### config.mk
export PLATFORM = sky130hd
export DESIGN_NAME = thick_circle_span_generator
export DESIGN_NICKNAME = d
export VERILOG_FILES = /design/src/sv/tcsg_pkg.sv /design/src/sv/thick_circle_span_generator.sv /design/src/sv/tcsg_step.sv /design/src/sv/tcsg_span_sel.sv
export SDC_FILE = /design/constraint.sdc
export NUM_CORES = 1
export LEC_CHECK = 0
export BUFFER_PORTS_ARGS = -buffer_cell sky130_fd_sc_hd__buf_4
export CORE_ASPECT_RATIO = 0.7
export CORE_MARGIN = 2
export CORE_UTILIZATION = 50
export CTS_CLUSTER_SIZE = 25
export DETAILED_ROUTE_END_ITERATION = 10
export HOLD_SLACK_MARGIN = 0.05
export MAX_ROUTING_LAYER = met4
export PLACE_DENSITY = 0.72
export REMOVE_ABC_BUFFERS = 1
export SETUP_SLACK_MARGIN = 0.05
export SYNTH_ARGS = -nofsm -noshare
export SYNTH_HDL_FRONTEND = slang
export SYNTH_SLANG_ARGS = --single-unit
### constraint.sdc
create_clock -name clk -period 7.4 [get_ports clk]
set_input_delay 0.37 -clock clk [delete_from_list [all_inputs] [get_ports clk]]
set_output_delay 0.37 -clock clk [all_outputs]
set_load 0.01 [all_outputs]
### src/sv/tcsg_pkg.sv
// shared types and constants for the thick circle span generator
`timescale 1ns / 1ps
`default_nettype none

package tcsg_pkg;

    localparam int CoordInBits  = 11;
    localparam int RadiusBits   = 10;
    localparam int WidthBits    = 8;
    localparam int ColorBits    = 32;
    localparam int RingBits     = 12;
    localparam int ErrBits      = 14;
    localparam int StepBits     = 11;
    localparam int SpanBits     = 13;
    localparam int InDataBits   = 72;
    localparam int OutDataBits  = 88;

    typedef enum logic
    {
        REQ_START   = 1'b0,
        REQ_ADVANCE = 1'b1
    } req_t;

    // span order within one step, one per octant
    localparam logic [2:0] OCT_1 = 3'd0;
    localparam logic [2:0] OCT_2 = 3'd1;
    localparam logic [2:0] OCT_3 = 3'd2;
    localparam logic [2:0] OCT_4 = 3'd3;
    localparam logic [2:0] OCT_5 = 3'd4;
    localparam logic [2:0] OCT_6 = 3'd5;
    localparam logic [2:0] OCT_7 = 3'd6;
    localparam logic [2:0] OCT_8 = 3'd7;

    // ring walker state, signed fields held as plain bits
    typedef struct packed
    {
        logic                   active;
        logic [CoordInBits-1:0] center_x;
        logic [CoordInBits-1:0] center_y;
        logic [RingBits-1:0]    inner_limit;
        logic [RingBits-1:0]    outer_x;
        logic [RingBits-1:0]    inner_x;
        logic [StepBits-1:0]    step_y;
        logic [ErrBits-1:0]     outer_err;
        logic [ErrBits-1:0]     inner_err;
        logic [ColorBits-1:0]   color;
    } ring_state_t;

    // everything needed to emit the eight spans of one step
    typedef struct packed
    {
        logic [CoordInBits-1:0] center_x;
        logic [CoordInBits-1:0] center_y;
        logic [RingBits-1:0]    outer_x;
        logic [RingBits-1:0]    inner_x;
        logic [StepBits-1:0]    step_y;
        logic [ColorBits-1:0]   color;
        logic                   done;
    } step_rec_t;

endpackage

`default_nettype wire

### src/sv/thick_circle_span_generator.sv
// top level of the thick ring span generator: step control and span output
//
// usage
//   s_axis: one request beat per step; tuser selects start (0) or advance (1),
//   tdata carries center, radius, ring width and color (used on start only)
//   m_axis: eight span beats per step, one per octant; tlast marks the
//   eighth span of a step, tuser marks the eighth span of the final step
// each step is computed in its accept cycle and registered into the span buffer,
//   or into the holding slot while that buffer is busy; spans go out one per cycle while m_axis_tready
// a new request can be taken while the spans of an earlier step still go out
// an advance with no ring running is taken and produces no span
// a start while a ring runs drops the old ring; spans already computed
//   still go out in full
// stall: a computed step waits in a one-step holding slot behind the span
//   buffer; s_axis_tready drops only while that slot is full
// reset: rst_n clears the walker to idle and empties both step slots
`timescale 1ns / 1ps
`default_nettype none

module thick_circle_span_generator #(
    parameter int COORD_BITS = 11,
    parameter int MAX_RADIUS = 1023,
    parameter int MAX_WIDTH  = 255
) (
    input  wire                                  clk,
    input  wire                                  rst_n,
    // request beats
    input  wire                                  s_axis_tvalid,
    output logic                                 s_axis_tready,
    // center_x[10:0], center_y[21:11], radius[31:22], ring_width[39:32],
    // color[71:40]
    input  wire [tcsg_pkg::InDataBits-1:0]       s_axis_tdata,
    // req_type[0]
    input  wire [0:0]                            s_axis_tuser,
    // span beats
    output logic                                 m_axis_tvalid,
    input  wire                                  m_axis_tready,
    // span_x0[12:0], span_y0[25:13], span_x1[38:26], span_y1[51:39],
    // span_color[83:52], zero pad[87:84]
    output logic [tcsg_pkg::OutDataBits-1:0]     m_axis_tdata,
    // last_of_step
    output logic                                 m_axis_tlast,
    // circle_done[0]
    output logic [0:0]                           m_axis_tuser
);
    import tcsg_pkg::*;

    ring_state_t state_reg;
    ring_state_t state_next;
    step_rec_t   step_rec;
    logic        step_emit;

    // holding slot and span buffer, each one full step
    step_rec_t   pend_reg;
    logic        pend_valid_reg;
    step_rec_t   buf_reg;
    logic        buf_valid_reg;
    logic [2:0]  idx_reg;

    logic        in_beat;
    logic        is_start;
    logic        load;
    logic        out_beat;
    logic        step_end;
    logic        buf_free;

    logic [SpanBits-1:0] x0;
    logic [SpanBits-1:0] y0;
    logic [SpanBits-1:0] x1;
    logic [SpanBits-1:0] y1;

    assign s_axis_tready = ~pend_valid_reg;
    assign in_beat       = s_axis_tvalid & s_axis_tready;
    assign is_start      = (s_axis_tuser[0] == REQ_START);
    assign load          = in_beat & step_emit;

    assign m_axis_tvalid = buf_valid_reg;
    assign out_beat      = m_axis_tvalid & m_axis_tready;
    assign step_end      = out_beat & (idx_reg == OCT_8);
    assign buf_free      = ~buf_valid_reg | step_end;

    tcsg_step #(
        .COORD_BITS (COORD_BITS),
        .MAX_RADIUS (MAX_RADIUS),
        .MAX_WIDTH  (MAX_WIDTH)
    ) u_step (
        .cur        (state_reg),
        .start      (is_start),
        .center_x   (s_axis_tdata[10:0]),
        .center_y   (s_axis_tdata[21:11]),
        .radius     (s_axis_tdata[31:22]),
        .ring_width (s_axis_tdata[39:32]),
        .color      (s_axis_tdata[71:40]),
        .emit       (step_emit),
        .nxt        (state_next),
        .rec        (step_rec)
    );

    tcsg_span_sel u_span_sel (
        .rec (buf_reg),
        .idx (idx_reg),
        .x0  (x0),
        .y0  (y0),
        .x1  (x1),
        .y1  (y1)
    );

    // walker state loads state_next on every accepted request; an idle advance leaves it unchanged
    always_ff @(posedge clk or negedge rst_n)
    begin
        if (!rst_n)
        begin
            state_reg <= '0;
        end
        else if (in_beat)
        begin
            state_reg <= state_next;
        end
    end

    // step slot control
    always_ff @(posedge clk or negedge rst_n)
    begin
        if (!rst_n)
        begin
            pend_valid_reg <= 1'b0;
            buf_valid_reg  <= 1'b0;
            idx_reg        <= OCT_1;
        end
        else
        begin
            if (out_beat)
            begin
                idx_reg <= idx_reg + 3'd1;
            end
            if (buf_free)
            begin
                if (pend_valid_reg)
                begin
                    buf_valid_reg  <= 1'b1;
                    pend_valid_reg <= load;
                end
                else
                begin
                    buf_valid_reg <= load;
                end
            end
            else if (load)
            begin
                pend_valid_reg <= 1'b1;
            end
        end
    end

    // step payloads
    always_ff @(posedge clk)
    begin
        if (buf_free)
        begin
            if (pend_valid_reg)
            begin
                buf_reg <= pend_reg;
                if (load)
                begin
                    pend_reg <= step_rec;
                end
            end
            else if (load)
            begin
                buf_reg <= step_rec;
            end
        end
        else if (load)
        begin
            pend_reg <= step_rec;
        end
    end

    assign m_axis_tdata = {4'b0000, buf_reg.color, y1, x1, y0, x0};
    assign m_axis_tlast = (idx_reg == OCT_8);
    assign m_axis_tuser = buf_reg.done & (idx_reg == OCT_8);

    // a held step always has a step ahead of it in the span buffer
    assert property (@(posedge clk) disable iff (!rst_n)
        pend_valid_reg |-> buf_valid_reg)
    else $error("holding slot full while span buffer empty");

    // a step stays in the buffer until its eighth span has gone
    assert property (@(posedge clk) disable iff (!rst_n)
        (out_beat && idx_reg != OCT_8) |=> buf_valid_reg)
    else $error("span buffer emptied in mid step");

    // an advance with no ring running leaves the walker untouched
    assert property (@(posedge clk) disable iff (!rst_n)
        (in_beat && !is_start && !state_reg.active) |=> $stable(state_reg))
    else $error("idle advance changed walker state");

    // each running advance moves the row offset by exactly one
    assert property (@(posedge clk) disable iff (!rst_n)
        (in_beat && !is_start && state_reg.active)
        |=> (state_reg.step_y == $past(state_reg.step_y) + 11'd1))
    else $error("row offset did not step by one");

    // a held step stays in the holding slot while the span buffer is busy
    assert property (@(posedge clk) disable iff (!rst_n)
        (pend_valid_reg && !buf_free) |=> pend_valid_reg)
    else $error("held step lost while span buffer busy");

endmodule

`default_nettype wire

### src/sv/tcsg_step.sv
// one midpoint step of the outer and inner ring edges, with start loading
`timescale 1ns / 1ps
`default_nettype none

module tcsg_step #(
    parameter int COORD_BITS = 11,
    parameter int MAX_RADIUS = 1023,
    parameter int MAX_WIDTH  = 255
) (
    input  wire tcsg_pkg::ring_state_t                 cur,
    input  wire                                        start,
    input  wire [tcsg_pkg::CoordInBits-1:0]            center_x,
    input  wire [tcsg_pkg::CoordInBits-1:0]            center_y,
    input  wire [tcsg_pkg::RadiusBits-1:0]             radius,
    input  wire [tcsg_pkg::WidthBits-1:0]              ring_width,
    input  wire [tcsg_pkg::ColorBits-1:0]              color,
    output logic                                       emit,
    output tcsg_pkg::ring_state_t                      nxt,
    output tcsg_pkg::step_rec_t                        rec
);
    import tcsg_pkg::*;

    localparam logic [CoordInBits-1:0] CenterMask = CoordInBits'((64'd1 << COORD_BITS) - 64'd1);

    logic [RadiusBits-1:0]      r_sat;
    logic [WidthBits-1:0]       w_sat;
    logic [WidthBits-2:0]       half;
    logic signed [RingBits-1:0] r_s;
    logic signed [RingBits-1:0] half_s;
    logic signed [RingBits-1:0] xo_ld;
    logic signed [RingBits-1:0] xi_ld;
    logic signed [RingBits-1:0] lim_ld;
    ring_state_t                base;

    logic [StepBits-1:0]        ny;
    logic signed [ErrBits-1:0]  ny_e;
    logic signed [ErrBits-1:0]  odd_e;
    logic signed [ErrBits-1:0]  eo;
    logic signed [ErrBits-1:0]  ei;
    logic signed [RingBits-1:0] xo;
    logic signed [RingBits-1:0] xi;
    logic signed [RingBits-1:0] lim;
    logic signed [RingBits-1:0] xo_n;
    logic signed [RingBits-1:0] xi_n;
    logic signed [ErrBits-1:0]  eo_n;
    logic signed [ErrBits-1:0]  ei_n;
    logic signed [ErrBits-1:0]  d_o;
    logic signed [ErrBits-1:0]  d_i;
    logic signed [RingBits:0]   ny_c;
    logic                       done;

    always_comb
    begin
        // operand saturation
        r_sat  = (32'(radius) > MAX_RADIUS) ? RadiusBits'(MAX_RADIUS) : radius;
        w_sat  = (32'(ring_width) > MAX_WIDTH) ? WidthBits'(MAX_WIDTH) : ring_width;
        half   = w_sat[WidthBits-1:1];
        r_s    = $signed({2'b00, r_sat});
        half_s = $signed({5'b00000, half});
        xo_ld  = r_s + half_s;
        xi_ld  = r_s - half_s - 12'sd1;
        lim_ld = r_s - half_s;

        base = cur;
        if (start)
        begin
            base.active      = 1'b1;
            base.center_x    = center_x & CenterMask;
            base.center_y    = center_y & CenterMask;
            base.color       = color;
            base.outer_x     = xo_ld;
            base.inner_x     = xi_ld;
            base.inner_limit = lim_ld;
            base.step_y      = '0;
            base.outer_err   = 14'sd1 - {{2{xo_ld[RingBits-1]}}, xo_ld};
            base.inner_err   = 14'sd1 - {{2{xi_ld[RingBits-1]}}, xi_ld};
        end
        emit = start | cur.active;

        xo  = $signed(base.outer_x);
        xi  = $signed(base.inner_x);
        lim = $signed(base.inner_limit);
        eo  = $signed(base.outer_err);
        ei  = $signed(base.inner_err);

        ny    = base.step_y + 11'd1;
        ny_e  = $signed({3'b000, ny});
        odd_e = $signed({2'b00, ny, 1'b1});
        ny_c  = $signed({2'b00, ny});

        // outer edge
        xo_n = xo;
        d_o  = '0;
        if (eo < 0)
        begin
            eo_n = eo + odd_e;
        end
        else
        begin
            xo_n = xo - 12'sd1;
            d_o  = ny_e - {{2{xo_n[RingBits-1]}}, xo_n} + 14'sd1;
            eo_n = eo + {d_o[ErrBits-2:0], 1'b0};
        end

        // inner edge follows y once past its limit
        xi_n = xi;
        ei_n = ei;
        d_i  = '0;
        if (ny_c > $signed({lim[RingBits-1], lim}))
        begin
            xi_n = $signed({1'b0, ny});
        end
        else if (ei < 0)
        begin
            ei_n = ei + odd_e;
        end
        else
        begin
            xi_n = xi - 12'sd1;
            d_i  = ny_e - {{2{xi_n[RingBits-1]}}, xi_n} + 14'sd1;
            ei_n = ei + {d_i[ErrBits-2:0], 1'b0};
        end

        done = $signed({xo_n[RingBits-1], xo_n}) < ny_c;

        rec.center_x = base.center_x;
        rec.center_y = base.center_y;
        rec.outer_x  = base.outer_x;
        rec.inner_x  = base.inner_x;
        rec.step_y   = base.step_y;
        rec.color    = base.color;
        rec.done     = done;

        nxt = cur;
        if (emit)
        begin
            nxt           = base;
            nxt.active    = ~done;
            nxt.step_y    = ny;
            nxt.outer_x   = xo_n;
            nxt.inner_x   = xi_n;
            nxt.outer_err = eo_n;
            nxt.inner_err = ei_n;
        end
    end

endmodule

`default_nettype wire

### src/sv/tcsg_span_sel.sv
// endpoint selection for one of the eight octant spans of a step
`timescale 1ns / 1ps
`default_nettype none

module tcsg_span_sel (
    input  wire tcsg_pkg::step_rec_t            rec,
    input  wire [2:0]                           idx,
    output logic [tcsg_pkg::SpanBits-1:0]       x0,
    output logic [tcsg_pkg::SpanBits-1:0]       y0,
    output logic [tcsg_pkg::SpanBits-1:0]       x1,
    output logic [tcsg_pkg::SpanBits-1:0]       y1
);
    import tcsg_pkg::*;

    logic [SpanBits-1:0] cx;
    logic [SpanBits-1:0] cy;
    logic [SpanBits-1:0] xo;
    logic [SpanBits-1:0] xi;
    logic [SpanBits-1:0] yy;
    logic [SpanBits-1:0] cx_pi;
    logic [SpanBits-1:0] cx_po;
    logic [SpanBits-1:0] cx_mi;
    logic [SpanBits-1:0] cx_mo;
    logic [SpanBits-1:0] cx_py;
    logic [SpanBits-1:0] cx_my;
    logic [SpanBits-1:0] cy_pi;
    logic [SpanBits-1:0] cy_po;
    logic [SpanBits-1:0] cy_mi;
    logic [SpanBits-1:0] cy_mo;
    logic [SpanBits-1:0] cy_py;
    logic [SpanBits-1:0] cy_my;

    always_comb
    begin
        cx = {2'b00, rec.center_x};
        cy = {2'b00, rec.center_y};
        xo = {rec.outer_x[RingBits-1], rec.outer_x};
        xi = {rec.inner_x[RingBits-1], rec.inner_x};
        yy = {2'b00, rec.step_y};

        cx_pi = cx + xi;
        cx_po = cx + xo;
        cx_mi = cx - xi;
        cx_mo = cx - xo;
        cx_py = cx + yy;
        cx_my = cx - yy;
        cy_pi = cy + xi;
        cy_po = cy + xo;
        cy_mi = cy - xi;
        cy_mo = cy - xo;
        cy_py = cy + yy;
        cy_my = cy - yy;

        unique case (idx)
            OCT_1:   begin x0 = cx_pi; y0 = cy_py; x1 = cx_po; y1 = cy_py; end
            OCT_2:   begin x0 = cx_py; y0 = cy_pi; x1 = cx_py; y1 = cy_po; end
            OCT_3:   begin x0 = cx_mo; y0 = cy_py; x1 = cx_mi; y1 = cy_py; end
            OCT_4:   begin x0 = cx_my; y0 = cy_pi; x1 = cx_my; y1 = cy_po; end
            OCT_5:   begin x0 = cx_mo; y0 = cy_my; x1 = cx_mi; y1 = cy_my; end
            OCT_6:   begin x0 = cx_my; y0 = cy_mo; x1 = cx_my; y1 = cy_mi; end
            OCT_7:   begin x0 = cx_pi; y0 = cy_my; x1 = cx_po; y1 = cy_my; end
            default: begin x0 = cx_py; y0 = cy_mo; x1 = cx_py; y1 = cy_mi; end
        endcase
    end

endmodule

`default_nettype wire
==> metrics.md <==
| Metric | Value |
|---|---|
| Run status | complete, no violations |
| Pwr dens | between 400 and 500 nW/um^2 |
| Final setup vio count | 0 |
| Global-route wire length before repair | about 110000 um |
| Pre-Repair DR Iteration Count | 6 |
| Area of the mapped netlist | roughly 25000 sq um |
| Reg clk slew, reported paths | 0.06 ns |
| Seq pwr share | approximately 24% |
| Peak VDD IR | 0.232 mV |
| Pin count of the biggest net entering global routing | between 70 and 80 |
| Clk network pwr share | 15.8% |
| Sw power | 4.83 mW |
| GRT Util Overall | ~28% |
| DRT iter0 DRCs | 2010 |
| Most frequent cells in the layout | nand2_1, ha_1, o21ai_0 |
| Worst setup SP type | input pin |
| Tmin final | 6.40 ns |
| Clock Path Buffers | 3 |
| PortBufs | 163 |
| Syn Area/Cell | 9.18 sq um |
| Hold slack | 0.149 ns |
| Max reg flops | 130 |
| Cells after Synth | between 2000 and 3000 |
| #FFs+latches synth | 315 |
| Synth Flop Type | edfxtp_1 |
| Area added between synthesis and finish | 11.3% |
| Commonest non-fill, non-tap cell in the layout | nand2_1 |
| Worst slew pin tran | roughly 1.3 ns |
| Worst setup EP type | flop |
| Layout Nets | 3096 |
| RSZ-0062 raised after global routing | no |
| CTS tree | built |
| Root Driver | clkbuf_16 |
| Vias in the first global route | 20000 |
| Leak | 11.9 nW |
| Post-CTS setup buffers | 0 |
| Post-cts resize count | 0 |
| Power, Total | around 11 mW |
| Int Pwr | about 6.1 mW |
| Starting Density | 51.0% |
| Fin. max-slew vios | 0 |
| Max-Cap Viols | 0 |
| Worst rel slew slack | between 10 and 15% |
| Tcrit/Tclk final | 86.5% |
| # DRC | 0 |
| Cts hold-fix bufs | 1 |
| Setup WS pre-CTS | 0.507 ns |
| Die width | 269 um |
| Worst EP arrival | between 6 and 7 ns |
| Detailed placer's ending HPWL | 51900 um |
| Max FO, Critical Path | 6 |
| CORE AREA | 48200 sq um |
| Crit Path Class | in -> reg |
| Post-DR vias/cell | 5.85 |
| Vias post-DR | 20200 |
| CTS H-tree lvls | 2 |
| WL per Instance | 20.3 um |
| Asr flop ratio synth | 42.9% |
| Initial antenna violation count | 2 |
| Die Area | 51000 sq um |
| Yosys cell types | 98 |
| EDFF count, synth | 180 |
| Hold crit path type | in -> reg |
| Total gr overflow | 0 |
| Global placement routability congestion | 0.991 |
| Register area share after synthesis | between 30% and 40% |
| Io pins | between 150 and 200 |
| Layout cell share with drive strength beyond 1 | 16.4% |
| Fmax | 156 MHz |
| Sw Share | 44.0% |
| CTS buffer count | 35 |
| Comb pwr share | roughly 60% |
| Die Ht | 190 um |
| Antenna Violating Nets Remaining | 0 |
| YS warnings | 0 |
| Final WL | 70300 um |
| Clock skew | 0.0259 ns |
| CP required | just under 8 ns |
| Final WS setup | 0.996 ns |
| Later-pin clock latency in the skew report | 0.56 ns |
| # rows | 67 |
| Clock Sink Count | 315 |
| Final Hold Vio Count | 0 |
## power groups by stage
stage	combinational (mW)	clock, mW	sequential, mW
3_3_place_gp	6.28	0	2.66
5_1_grt	7.24	1.83	2.70
6_report	6.59	1.74	2.65
3_5_place_dp	6.46	0	2.68
4_1_cts	6.50	1.77	2.65
2_1_floorplan	4.42	0	2.65
## kinds of logic after synthesis
kind of cell | after synthesis | synth area share [%]
xor gates and xnor gates | 193 | 7.17
muxes | 171 | 7.74
AOI/OAI and AO/OA | 646 | 16.4
other | 1 | 0.0152
DFF | 315 | 35.7
and+or+nand+nor | 812 | 14.9
adders and majority gates | 243 | 12.8
buffers and inverters | 300 | 5.29
## Yosys cell counts, drive strengths merged, types with 4 or more instances
library cell	number	area, sq um
nor3	60	305
nor4	9	77.6
clkbuf	80	300
o41ai	8	70.1
a221o	4	40.0
a31oi	17	106
nand3b	6	45.0
mux2i	18	180
nor2	158	593
and2	14	87.6
a211o	9	78.8
nand2b	23	151
a21boi	11	82.6
a211oi	18	140
a21o	53	398
or3	20	125
o21a	20	151
buf	65	419
a21oi	160	823
and3	19	119
o211ai	8	65.1
nor2b	25	156
ha	227	2840
o31a	7	61.3
o31ai	14	138
edfxtp	180	5410
nand2	402	1510
o221ai	4	35.0
xnor2	136	1220
o21ai	233	1170
fa	16	320
mux2	153	1720
xor2	55	500
or2	13	81.3
nand4	9	56.3
dfrtp	135	3380
o22ai	8	56.3
nand3	43	245
o21bai	35	278
a221oi	4	35.0
inv	154	578
## path summary, 6_finish.rpt
check,startpoint,endpoint,slack (ns),cells after the start
max in group asynchronous,rst_n,state_reg[69],5.51,3
worst min-delay path,s_axis_tvalid,m_axis_tvalid,0.15,3
worst max register to register,state_reg[60],state_reg[45],1.68,24
worst min register to register,state_reg[128],state_reg[128],0.47,2
min in group asynchronous,rst_n,state_reg[106],0.45,2
worst max-delay path,s_axis_tdata[22],state_reg[45],1.0,28
## metal layers
metal  global-route usage, %  vias to the layer above  share of wire (%)
met5                       -                        -                  0
met4                    7.91                        0                2.6
met3                    5.45                      107                8.8
met2                    41.3                      822                 42
met1                    39.4                     9655                 46
li1                        -                     9634                  -
## cell type report
type	count	area (sq um)
multi-input cells	2069	14600
flip-flops and latches	315	8780
diodes	1	2.50
repair buffers	200	1510
fillers	4182	20800
inverters	155	583
well taps	655	820
clock buffers	47	971
clock inverters	15	150
## critical path, cell delays in order
cell and delay [ns]:
buf_4 0.11, inv_1 0.05, ha_1 0.16, inv_1 0.05
fa_1 0.43, xnor2_1 0.31, nand2_1 0.09, mux2i_1 0.49
o2111ai_1 0.28, xnor2_1 0.33, o21a_2 0.20, inv_1 0.10
nor4_1 0.60, xnor2_1 0.14, ha_1 0.31, ha_1 0.33
a21oi_1 0.22, xnor2_1 0.10, ha_1 0.36, nand3_1 0.09
nand2_1 0.06, a41o_1 0.22, o41ai_1 0.33, xnor2_1 0.24
or3b_2 0.49, mux2i_1 0.17, nor4_2 0.07, nor3_2 0.17
## through the flow
stage / instances / util [%] / area [sq um] / TNS, ns
3_3_place_gp: 3393 / 54.5 / 26200 / 0
4_1_cts: 3456 / 56.8 / 27400 / 0
2_1_floorplan: 2539 / - / 23900 / -35.75
5_1_grt: 3456 / 56.8 / 27400 / 0
3_5_place_dp: 3393 / 54.5 / 26200 / 0
6_report: 3457 / 56.8 / 27400 / 0
No activity file was read; power rests on OpenSTA's default activity.
